[config.mk]
export PLATFORM = sky130hd
export DESIGN_NAME = hls_to_rgb_converter
export DESIGN_NICKNAME = d
export VERILOG_FILES = /design/src/hls2rgb_pkg.sv /design/src/hls_to_rgb_converter.sv
export SDC_FILE = /design/constraint.sdc
export NUM_CORES = 2
export LEC_CHECK = 0
export BUFFER_PORTS_ARGS = -buffer_cell sky130_fd_sc_hd__buf_2
export CORE_ASPECT_RATIO = 0.6
export CORE_MARGIN = 2
export CORE_UTILIZATION = 50
export CTS_CLUSTER_DIAMETER = 120
export CTS_CLUSTER_SIZE = 20
export DETAILED_ROUTE_END_ITERATION = 8
export PLACE_DENSITY = 0.68
export SLEW_MARGIN = 20
export SYNTH_ARGS = -nofsm -noshare
export SYNTH_HDL_FRONTEND = slang
export SYNTH_SLANG_ARGS = --single-unit
export TNS_END_PERCENT = 20
[constraint.sdc]
create_clock -name clk -period 23.6 [get_ports clk]
set_clock_uncertainty 0.05 [all_clocks]
set_input_delay 2.36 -clock clk [delete_from_list [all_inputs] [get_ports clk]]
set_output_delay 2.36 -clock clk [all_outputs]
set_load 0.005 [all_outputs]
[src/hls2rgb_pkg.sv]
// Shared constants and types for the HLS to RGB converter.
// Depends on nothing; used by hls_to_rgb_converter.
package hls2rgb_pkg;

  localparam int unsigned HLS_MAX  = 240;
  localparam int unsigned HLS_HALF = HLS_MAX / 2;
  localparam int unsigned HUE_SIX  = HLS_MAX / 6;          // 40, ramp length
  localparam int unsigned HUE_TWO3 = (HLS_MAX * 2) / 3;    // 160, end of falling ramp
  localparam int unsigned HUE_THRD = HLS_MAX / 3;          // 80, red/blue hue offset

  // x / 240 for x < 2**16 as (x * RECIP240) >> RECIP240_SH
  localparam int unsigned RECIP240    = 69906;
  localparam int unsigned RECIP240_SH = 24;
  // x / 40 for x < 2**14 as (x * RECIP40) >> RECIP40_SH
  localparam int unsigned RECIP40     = 26215;
  localparam int unsigned RECIP40_SH  = 20;

  // Hue ramp segment of one channel
  typedef logic [1:0] seg_t;
  localparam seg_t SEG_RISE = 2'd0;
  localparam seg_t SEG_HIGH = 2'd1;
  localparam seg_t SEG_FALL = 2'd2;
  localparam seg_t SEG_LOW  = 2'd3;

endpackage

[src/hls_to_rgb_converter.sv]
// HLS to RGB converter, six register stages plus an output skid buffer.
// Depends on hls2rgb_pkg (constants and segment codes).
//
//  channel | dir | handshake          | word (lowest bit up)
//  --------+-----+--------------------+-----------------------------------
//  in_     | in  | in_tvalid/tready   | hue[7:0], lightness[7:0], saturation[7:0]
//  out_    | out | out_tvalid/tready  | red[7:0], green[7:0], blue[7:0]
//
// One word is taken every clock while the skid register is empty; it then
// moves through s1 to s5 and into the output register. The pipeline
// runs as long as the skid register is empty, so in_tready is a flop
// output and never a function of out_tready.
// A stalled output word parks in the output register, the next one in the
// skid register; nothing is dropped or repeated. Reset (rst_n low, sync)
// clears all valid bits; data registers are not reset.
module hls_to_rgb_converter (
  input  logic        clk,
  input  logic        rst_n,
  input  logic        in_tvalid,
  output logic        in_tready,
  input  logic [23:0] in_tdata,   // hue[7:0], lightness[15:8], saturation[23:16]
  output logic        out_tvalid,
  input  logic        out_tready,
  output logic [23:0] out_tdata   // red[7:0], green[15:8], blue[23:16]
);

  localparam int unsigned NCH = 3; // red, green, blue

  // ---------------------------------------------------------------------
  // pipeline advance: everything moves while the skid register is free
  // ---------------------------------------------------------------------
  logic en;
  logic skid_valid_r;
  assign en        = !skid_valid_r;
  assign in_tready = en;

  // ---------------------------------------------------------------------
  // Stage 1: clamp, first product for the high level, hue offsets
  // ---------------------------------------------------------------------
  logic [7:0]  hue_in, lum_in, sat_in;
  logic [7:0]  lum_c, sat_c;
  logic        small_c;
  logic [8:0]  mop_c;
  logic [16:0] prod1_c;
  logic [8:0]  hr9_c;
  logic [7:0]  hue_c [NCH];

  assign hue_in = in_tdata[7:0];
  assign lum_in = in_tdata[15:8];
  assign sat_in = in_tdata[23:16];

  always_comb begin
    lum_c   = (lum_in > 8'(hls2rgb_pkg::HLS_MAX)) ? 8'(hls2rgb_pkg::HLS_MAX) : lum_in;
    sat_c   = (sat_in > 8'(hls2rgb_pkg::HLS_MAX)) ? 8'(hls2rgb_pkg::HLS_MAX) : sat_in;
    small_c = (lum_c <= 8'(hls2rgb_pkg::HLS_HALF));
    // dark half: lum*(240+sat); bright half: lum*sat
    mop_c   = small_c ? (9'(hls2rgb_pkg::HLS_MAX) + {1'b0, sat_c}) : {1'b0, sat_c};
    prod1_c = {9'b0, lum_c} * {8'b0, mop_c};
    // red: hue+80 wrapped once
    hr9_c   = {1'b0, hue_in} + 9'(hls2rgb_pkg::HUE_THRD);
    hue_c[0] = (hr9_c > 9'(hls2rgb_pkg::HLS_MAX)) ?
               8'(hr9_c - 9'(hls2rgb_pkg::HLS_MAX)) : hr9_c[7:0];
    // green: hue wrapped once (241..255 fold back)
    hue_c[1] = (hue_in > 8'(hls2rgb_pkg::HLS_MAX)) ?
               (hue_in - 8'(hls2rgb_pkg::HLS_MAX)) : hue_in;
    // blue: hue-80, or hue+160 below 80
    hue_c[2] = (hue_in >= 8'(hls2rgb_pkg::HUE_THRD)) ?
               (hue_in - 8'(hls2rgb_pkg::HUE_THRD)) :
               (hue_in + 8'(hls2rgb_pkg::HLS_MAX - hls2rgb_pkg::HUE_THRD));
  end

  logic        s1_valid_r;
  logic [15:0] s1_q_r;       // product + rounding half
  logic [7:0]  s1_lum_r, s1_sat_r;
  logic        s1_small_r, s1_grey_r;
  logic [7:0]  s1_hue_r [NCH];

  // ---------------------------------------------------------------------
  // Stage 2: divide by 240 through reciprocal multiply
  // ---------------------------------------------------------------------
  logic [32:0] prod2_c;
  assign prod2_c = {17'b0, s1_q_r} * 33'(hls2rgb_pkg::RECIP240);

  logic        s2_valid_r;
  logic [7:0]  s2_quot_r;
  logic [7:0]  s2_lum_r, s2_sat_r;
  logic        s2_small_r, s2_grey_r;
  logic [7:0]  s2_hue_r [NCH];

  // ---------------------------------------------------------------------
  // Stage 3: high/low levels, span, ramp segment per channel
  // ---------------------------------------------------------------------
  logic [8:0] hi9_c, lo9_c;
  logic [7:0] hi_c, lo_c, span_c;
  hls2rgb_pkg::seg_t seg_c [NCH];
  logic [5:0] t_c [NCH];

  always_comb begin
    hi9_c  = s2_small_r ? {1'b0, s2_quot_r} :
             ({1'b0, s2_lum_r} + {1'b0, s2_sat_r} - {1'b0, s2_quot_r});
    lo9_c  = {s2_lum_r, 1'b0} - hi9_c;
    hi_c   = hi9_c[7:0];
    lo_c   = lo9_c[7:0];
    span_c = hi_c - lo_c;
    for (int c = 0; c < NCH; c++) begin
      if (s2_hue_r[c] < 8'(hls2rgb_pkg::HUE_SIX)) begin
        seg_c[c] = hls2rgb_pkg::SEG_RISE;
        t_c[c]   = s2_hue_r[c][5:0];
      end else if (s2_hue_r[c] < 8'(hls2rgb_pkg::HLS_HALF)) begin
        seg_c[c] = hls2rgb_pkg::SEG_HIGH;
        t_c[c]   = '0;
      end else if (s2_hue_r[c] < 8'(hls2rgb_pkg::HUE_TWO3)) begin
        seg_c[c] = hls2rgb_pkg::SEG_FALL;
        t_c[c]   = 6'(8'(hls2rgb_pkg::HUE_TWO3) - s2_hue_r[c]);
      end else begin
        seg_c[c] = hls2rgb_pkg::SEG_LOW;
        t_c[c]   = '0;
      end
    end
  end

  logic              s3_valid_r;
  logic [7:0]        s3_hi_r, s3_lo_r, s3_span_r, s3_lum_r;
  logic              s3_grey_r;
  hls2rgb_pkg::seg_t s3_seg_r [NCH];
  logic [5:0]        s3_t_r [NCH];

  // ---------------------------------------------------------------------
  // Stage 4: span * ramp position + rounding half
  // ---------------------------------------------------------------------
  logic [13:0] m4_c [NCH];
  always_comb begin
    for (int c = 0; c < NCH; c++) begin
      m4_c[c] = 14'({6'b0, s3_span_r} * {8'b0, s3_t_r[c]}) +
                14'(hls2rgb_pkg::HUE_SIX / 2);
    end
  end

  logic              s4_valid_r;
  logic [7:0]        s4_hi_r, s4_lo_r, s4_lum_r;
  logic              s4_grey_r;
  hls2rgb_pkg::seg_t s4_seg_r [NCH];
  logic [13:0]       s4_m_r [NCH];

  // ---------------------------------------------------------------------
  // Stage 5: divide by 40 through reciprocal multiply
  // ---------------------------------------------------------------------
  logic [28:0] p5_c [NCH];
  always_comb begin
    for (int c = 0; c < NCH; c++) begin
      p5_c[c] = {15'b0, s4_m_r[c]} * 29'(hls2rgb_pkg::RECIP40);
    end
  end

  logic              s5_valid_r;
  logic [7:0]        s5_hi_r, s5_lo_r, s5_lum_r;
  logic              s5_grey_r;
  hls2rgb_pkg::seg_t s5_seg_r [NCH];
  logic [7:0]        s5_d_r [NCH];

  // ---------------------------------------------------------------------
  // Stage 6: pick level, rescale 0..240 -> 0..255 (255/240 = 17/16)
  // grey: floor(l*17/16); colour: round(l*17/16)
  // ---------------------------------------------------------------------
  logic [7:0]  level_c [NCH];
  logic [11:0] sc_c [NCH];
  logic [7:0]  rgb_c [NCH];
  logic [23:0] push_data;
  logic        push;

  always_comb begin
    for (int c = 0; c < NCH; c++) begin
      case (s5_seg_r[c])
        hls2rgb_pkg::SEG_RISE,
        hls2rgb_pkg::SEG_FALL: level_c[c] = s5_lo_r + s5_d_r[c];
        hls2rgb_pkg::SEG_HIGH: level_c[c] = s5_hi_r;
        default:               level_c[c] = s5_lo_r;
      endcase
      if (s5_grey_r) begin
        level_c[c] = s5_lum_r;
      end
      sc_c[c]  = {level_c[c], 4'b0} + {4'b0, level_c[c]} +
                 (s5_grey_r ? 12'd0 : 12'd8);
      rgb_c[c] = sc_c[c][11:4];
    end
  end

  assign push_data = {rgb_c[2], rgb_c[1], rgb_c[0]};
  assign push      = en && s5_valid_r;

  // ---------------------------------------------------------------------
  // Valid bits
  // ---------------------------------------------------------------------
  always_ff @(posedge clk) begin
    if (!rst_n) begin
      s1_valid_r <= 1'b0;
      s2_valid_r <= 1'b0;
      s3_valid_r <= 1'b0;
      s4_valid_r <= 1'b0;
      s5_valid_r <= 1'b0;
    end else if (en) begin
      s1_valid_r <= in_tvalid;
      s2_valid_r <= s1_valid_r;
      s3_valid_r <= s2_valid_r;
      s4_valid_r <= s3_valid_r;
      s5_valid_r <= s4_valid_r;
    end
  end

  // ---------------------------------------------------------------------
  // Data registers
  // ---------------------------------------------------------------------
  always_ff @(posedge clk) begin
    if (en) begin
      s1_q_r     <= 16'(prod1_c + 17'(hls2rgb_pkg::HLS_HALF));
      s1_lum_r   <= lum_c;
      s1_sat_r   <= sat_c;
      s1_small_r <= small_c;
      s1_grey_r  <= (sat_c == 8'd0);

      s2_quot_r  <= 8'(prod2_c >> hls2rgb_pkg::RECIP240_SH);
      s2_lum_r   <= s1_lum_r;
      s2_sat_r   <= s1_sat_r;
      s2_small_r <= s1_small_r;
      s2_grey_r  <= s1_grey_r;

      s3_hi_r    <= hi_c;
      s3_lo_r    <= lo_c;
      s3_span_r  <= span_c;
      s3_lum_r   <= s2_lum_r;
      s3_grey_r  <= s2_grey_r;

      s4_hi_r    <= s3_hi_r;
      s4_lo_r    <= s3_lo_r;
      s4_lum_r   <= s3_lum_r;
      s4_grey_r  <= s3_grey_r;

      s5_hi_r    <= s4_hi_r;
      s5_lo_r    <= s4_lo_r;
      s5_lum_r   <= s4_lum_r;
      s5_grey_r  <= s4_grey_r;

      for (int c = 0; c < NCH; c++) begin
        s1_hue_r[c] <= hue_c[c];
        s2_hue_r[c] <= s1_hue_r[c];
        s3_seg_r[c] <= seg_c[c];
        s3_t_r[c]   <= t_c[c];
        s4_seg_r[c] <= s3_seg_r[c];
        s4_m_r[c]   <= m4_c[c];
        s5_seg_r[c] <= s4_seg_r[c];
        s5_d_r[c]   <= 8'(p5_c[c] >> hls2rgb_pkg::RECIP40_SH);
      end
    end
  end

  // ---------------------------------------------------------------------
  // Output register + skid register
  // ---------------------------------------------------------------------
  logic        out_valid_r, out_valid_nxt;
  logic [23:0] out_data_r, out_data_nxt;
  logic        skid_valid_nxt;
  logic [23:0] skid_data_r, skid_data_nxt;

  always_comb begin
    out_valid_nxt  = out_valid_r;
    out_data_nxt   = out_data_r;
    skid_valid_nxt = skid_valid_r;
    skid_data_nxt  = skid_data_r;
    if (!out_valid_r || out_tready) begin
      if (skid_valid_r) begin
        out_valid_nxt  = 1'b1;
        out_data_nxt   = skid_data_r;
        skid_valid_nxt = 1'b0;
      end else begin
        out_valid_nxt  = push;
        out_data_nxt   = push_data;
      end
    end else if (push) begin
      skid_valid_nxt = 1'b1;
      skid_data_nxt  = push_data;
    end
  end

  always_ff @(posedge clk) begin
    if (!rst_n) begin
      out_valid_r  <= 1'b0;
      skid_valid_r <= 1'b0;
    end else begin
      out_valid_r  <= out_valid_nxt;
      skid_valid_r <= skid_valid_nxt;
    end
  end

  always_ff @(posedge clk) begin
    out_data_r  <= out_data_nxt;
    skid_data_r <= skid_data_nxt;
  end

  assign out_tvalid = out_valid_r;
  assign out_tdata  = out_data_r;

  // ---------------------------------------------------------------------
  // Assertions
  // ---------------------------------------------------------------------
  a_skid_needs_out: assert property (@(posedge clk) disable iff (!rst_n)
    skid_valid_r |-> out_valid_r)
    else $error("skid register full while output register empty");

  a_skid_fill_on_stall: assert property (@(posedge clk) disable iff (!rst_n)
    $rose(skid_valid_r) |-> $past(out_valid_r && !out_tready))
    else $error("skid register filled without an output stall");

  a_lo_below_hi: assert property (@(posedge clk) disable iff (!rst_n)
    s2_valid_r |-> (lo9_c <= hi9_c) && (hi9_c <= 9'(hls2rgb_pkg::HLS_MAX)))
    else $error("high/low levels out of order or range");

  a_level_range: assert property (@(posedge clk) disable iff (!rst_n)
    s5_valid_r |-> (level_c[0] <= 8'(hls2rgb_pkg::HLS_MAX)) &&
                   (level_c[1] <= 8'(hls2rgb_pkg::HLS_MAX)) &&
                   (level_c[2] <= 8'(hls2rgb_pkg::HLS_MAX)))
    else $error("ramp level above 240");

endmodule
==> results.json <==
{
  "instances_no_fill": 3848,
  "reg2reg_slack_ns": 17.49,
  "crit_fanout": 15,
  "drt_pass1_iterations": 6,
  "worstSetupPathType": "in2reg",
  "antenna_left": 0,
  "maxCapViolCount": 0,
  "yosys_warnings": 0,
  "synth_cell_type_count": 82,
  "synth_top_area_share_pct": 29.5,
  "cp_cell_sequence": "buf_2 > ha_1 > nand3_1 > o21ai_0 > nor2_1 > a21oi_1 > nand2_1 > fa_1 > fa_1 > inv_1 > fa_1 > fa_1 > inv_1 > fa_1 > nor2b_1 > o21ai_0 > a21boi_0 > o21ai_0 > a21boi_0 > o21ai_0 > nor2b_1 > o311ai_0",
  "synth_top_area_cell": "edfxtp_1",
  "critical_path.slowest_cell": "fa_1",
  "fin_tns_setup_ns": 0,
  "root_buffer": "clkbuf_16",
  "r2r-end": "s5_d_r[0][23]",
  "holdCritPathClass": "reg2reg",
  "hold_start": "s1_hue_r[0][19]",
  "numCtsBuffers": 20,
  "cts_resized": 0,
  "clk_latency_ns": 0.57,
  "final_net_count": 3912,
  "die_w_microns": 333,
  "gp_congestion": 0.894,
  "post-place-ws_ns": 15.07,
  "ctsHoldBuffers": 0,
  "worstSetupEndpointType": "flip-flop",
  "antenna_found_initial": 1,
  "cts_setup_buffers": 0,
  "grt_pass1_vias": 21200,
  "drv_slew": 0,
  "final_hold_viol_count": 0,
  "drtIter0Drc": 1589,
  "fillers": 5548,
  "final.period_utilization_pct": 34.0,
  "synth_ff_type": "edfxtp_1",
  "setup_violations": 0,
  "worstSetupStartpointType": "primary input",
  "synth_area_leaders": "edfxtp_1 (29%), ha_1 (22%), fa_1 (19%)",
  "synth-async-reset-ratio_pct": 0,
  "dieArea_sq_mm": 0.0669,
  "drive_gt1_share_pct": 4.60,
  "place.port_buffers": 53,
  "synth-seq-cells": 325,
  "tightestPinTransition_ns": 1.04,
  "cp_common_cell": "fa_1",
  "cts.clk_slew.worst_paths_ns": 0.09,
  "dr_total_vias": 20500,
  "rows": 72,
  "cts_max_level": 1,
  "syn2layout_area_growth_pct": 5.64,
  "seq_area_frac_synth_pct": 29.9,
  "whs_path_depth": 0,
  "timing.final.crit_period_ns": 8.02,
  "gr-total-overflow": 0,
  "clock-sinks": 325,
  "hold_slack_ns": 0.364,
  "via_per_inst": 5.33,
  "initial_core_util_pct": 50.5,
  "outcome": "completed",
  "critPathRequiredTime_ns": 23.91,
  "rsz0062_at_grt": "no",
  "maxSlewHeadroom_pct": 30.9,
  "die_h_microns": 201,
  "grt_pass1_wl_mm": 111,
  "grt_max_degree": 86,
  "antenna_cells": 0,
  "avgSynthCellArea_sq_um": 11.0,
  "reg2reg_from": "s4_m_r[0][33]",
  "cts_tree": "built",
  "synth_edf_count": 318,
  "wl_per_cell_microns": 17.3,
  "holdPathEnd": "s2_hue_r[0][19]",
  "ctsLongestPathBuffers": 3,
  "dp.cells": 3819,
  "boundaryPins": 54,
  "wirelength_mm": 66.6,
  "maxClockFrequency_ghz": 0.125,
  "dp_hpwl_mm": 55.3,
  "slowest_delay_ns": 0.57,
  "cp.arrival_ns": 8.33,
  "cp_num_cells": 22,
  "drc": 0,
  "finalWorstSetupSlack_ns": 15.58,
  "path_buf_inv": 3,
  "r2r_cells": 19,
  "grtUsageTotal_pct": 20.5,
  "path_delay_family": "adder cells",
  "syn_area_sq_mm": 0.0324,
  "syn_inst": 2938,
  "core_sq_mm": 0.0642
}
[stage by stage]
stage	utilization [%]	instance area, sq um
6_report	53.3	34200
5_1_grt	53.3	34200
4_1_cts	53.3	34200
3_5_place_dp	52.4	33700
3_3_place_gp	52.4	33700
2_1_floorplan	-	32500
[worst max path at each step]
| stage | startpoint | end |
|---|---|---|
| floorplan | skid_valid_r | in_tready |
| global placement | in_tdata[8] | s1_q_r[14] |
| detailed placement | in_tdata[20] | s1_q_r[14] |
| CTS | in_tdata[20] | s1_q_r[14] |
| global route | in_tdata[20] | s1_q_r[14] |
| finish | in_tdata[20] | s1_q_r[14] |
[logic make-up after synthesis]
family	Yosys count	synth area share, %
other	2	0.0232
xor gates and xnor gates	135	3.65
and+or+nand+nor	573	8.73
AOI/OAI and AO/OA	345	7.16
DFF	325	29.9
muxes	50	1.63
adders and majority gates	894	41.8
buffers and inverters	614	7.15
[cell usage after synthesis, drive strengths merged (8+ instances only)]
cell / instances
and3: 19
or2: 11
fa: 313
nand2: 198
a21oi: 100
nand3: 25
a31oi: 15
xnor2: 93
inv: 570
or3: 11
a21o: 40
nor3: 32
nor2b: 22
nand2b: 26
nor3b: 9
o311ai: 8
nor2: 103
xor2: 42
mux2i: 30
o21ai: 66
o21a: 20
edfxtp: 318
o21bai: 19
a211oi: 14
clkbuf: 37
o211ai: 8
and2: 79
nand4: 10
ha: 581
mux2: 20
[layout make-up]
type	instances	area (sq um)	area share [%]
timing repair buffer	60	318	0.928
sequential	325	9690	28.3
tap	851	1060	3.11
clock buffer	26	523	1.53
clock inverter	3	35.0	0.102
inverter	571	2150	6.28
multi-input combinational	2012	20500	59.8
[registers in the layout, summed over array words and instances (netlist names), 7 cells and up]
name	cells
s4_m_r	39
out_tdata	24
s5_d_r	24
skid_data_r	24
s3_t_r	18
s1_hue_r	16
s1_q_r	16
s2_hue_r	16
s1_lum_r	8
s1_sat_r	8
s2_lum_r	8
s2_quot_r	8
s2_sat_r	8
s3_hi_r	8
s3_lum_r	8
s4_hi_r	8
s4_lum_r	8
s5_hi_r	8
s5_lum_r	8
s3_lo_r	7
s3_span_r	7
s4_lo_r	7
s5_lo_r	7
[routing by layer]
layer  GRT usage [%]  up-vias  part of all wire (%)
met3            3.19       52                   6.2
met5               0        -                 0.020
li1                -     9913                     -
met4            2.45        2                  0.95
met1            33.6    10100                    53
met2            28.8      440                    40
[layout by cell type (no fill, tap or decap), types with 22 or more instances in the layout]
cell type  count
edfxtp_1     318
a21oi_1       96
nor2b_1       22
xor2_1        42
inv_1        569
nor2_1       103
mux2i_1       30
nand2b_1      26
nor3_1        32
ha_1         581
o21ai_0       60
and2_1        79
a21o_1        40
nand2_1      198
fa_1         313
nand3_1       25
xnor2_1       93
buf_2         53
Power is left out: the tool's default activity adds up to more than one toggle a clock period on the data nets, which glitch-free logic cannot reach.
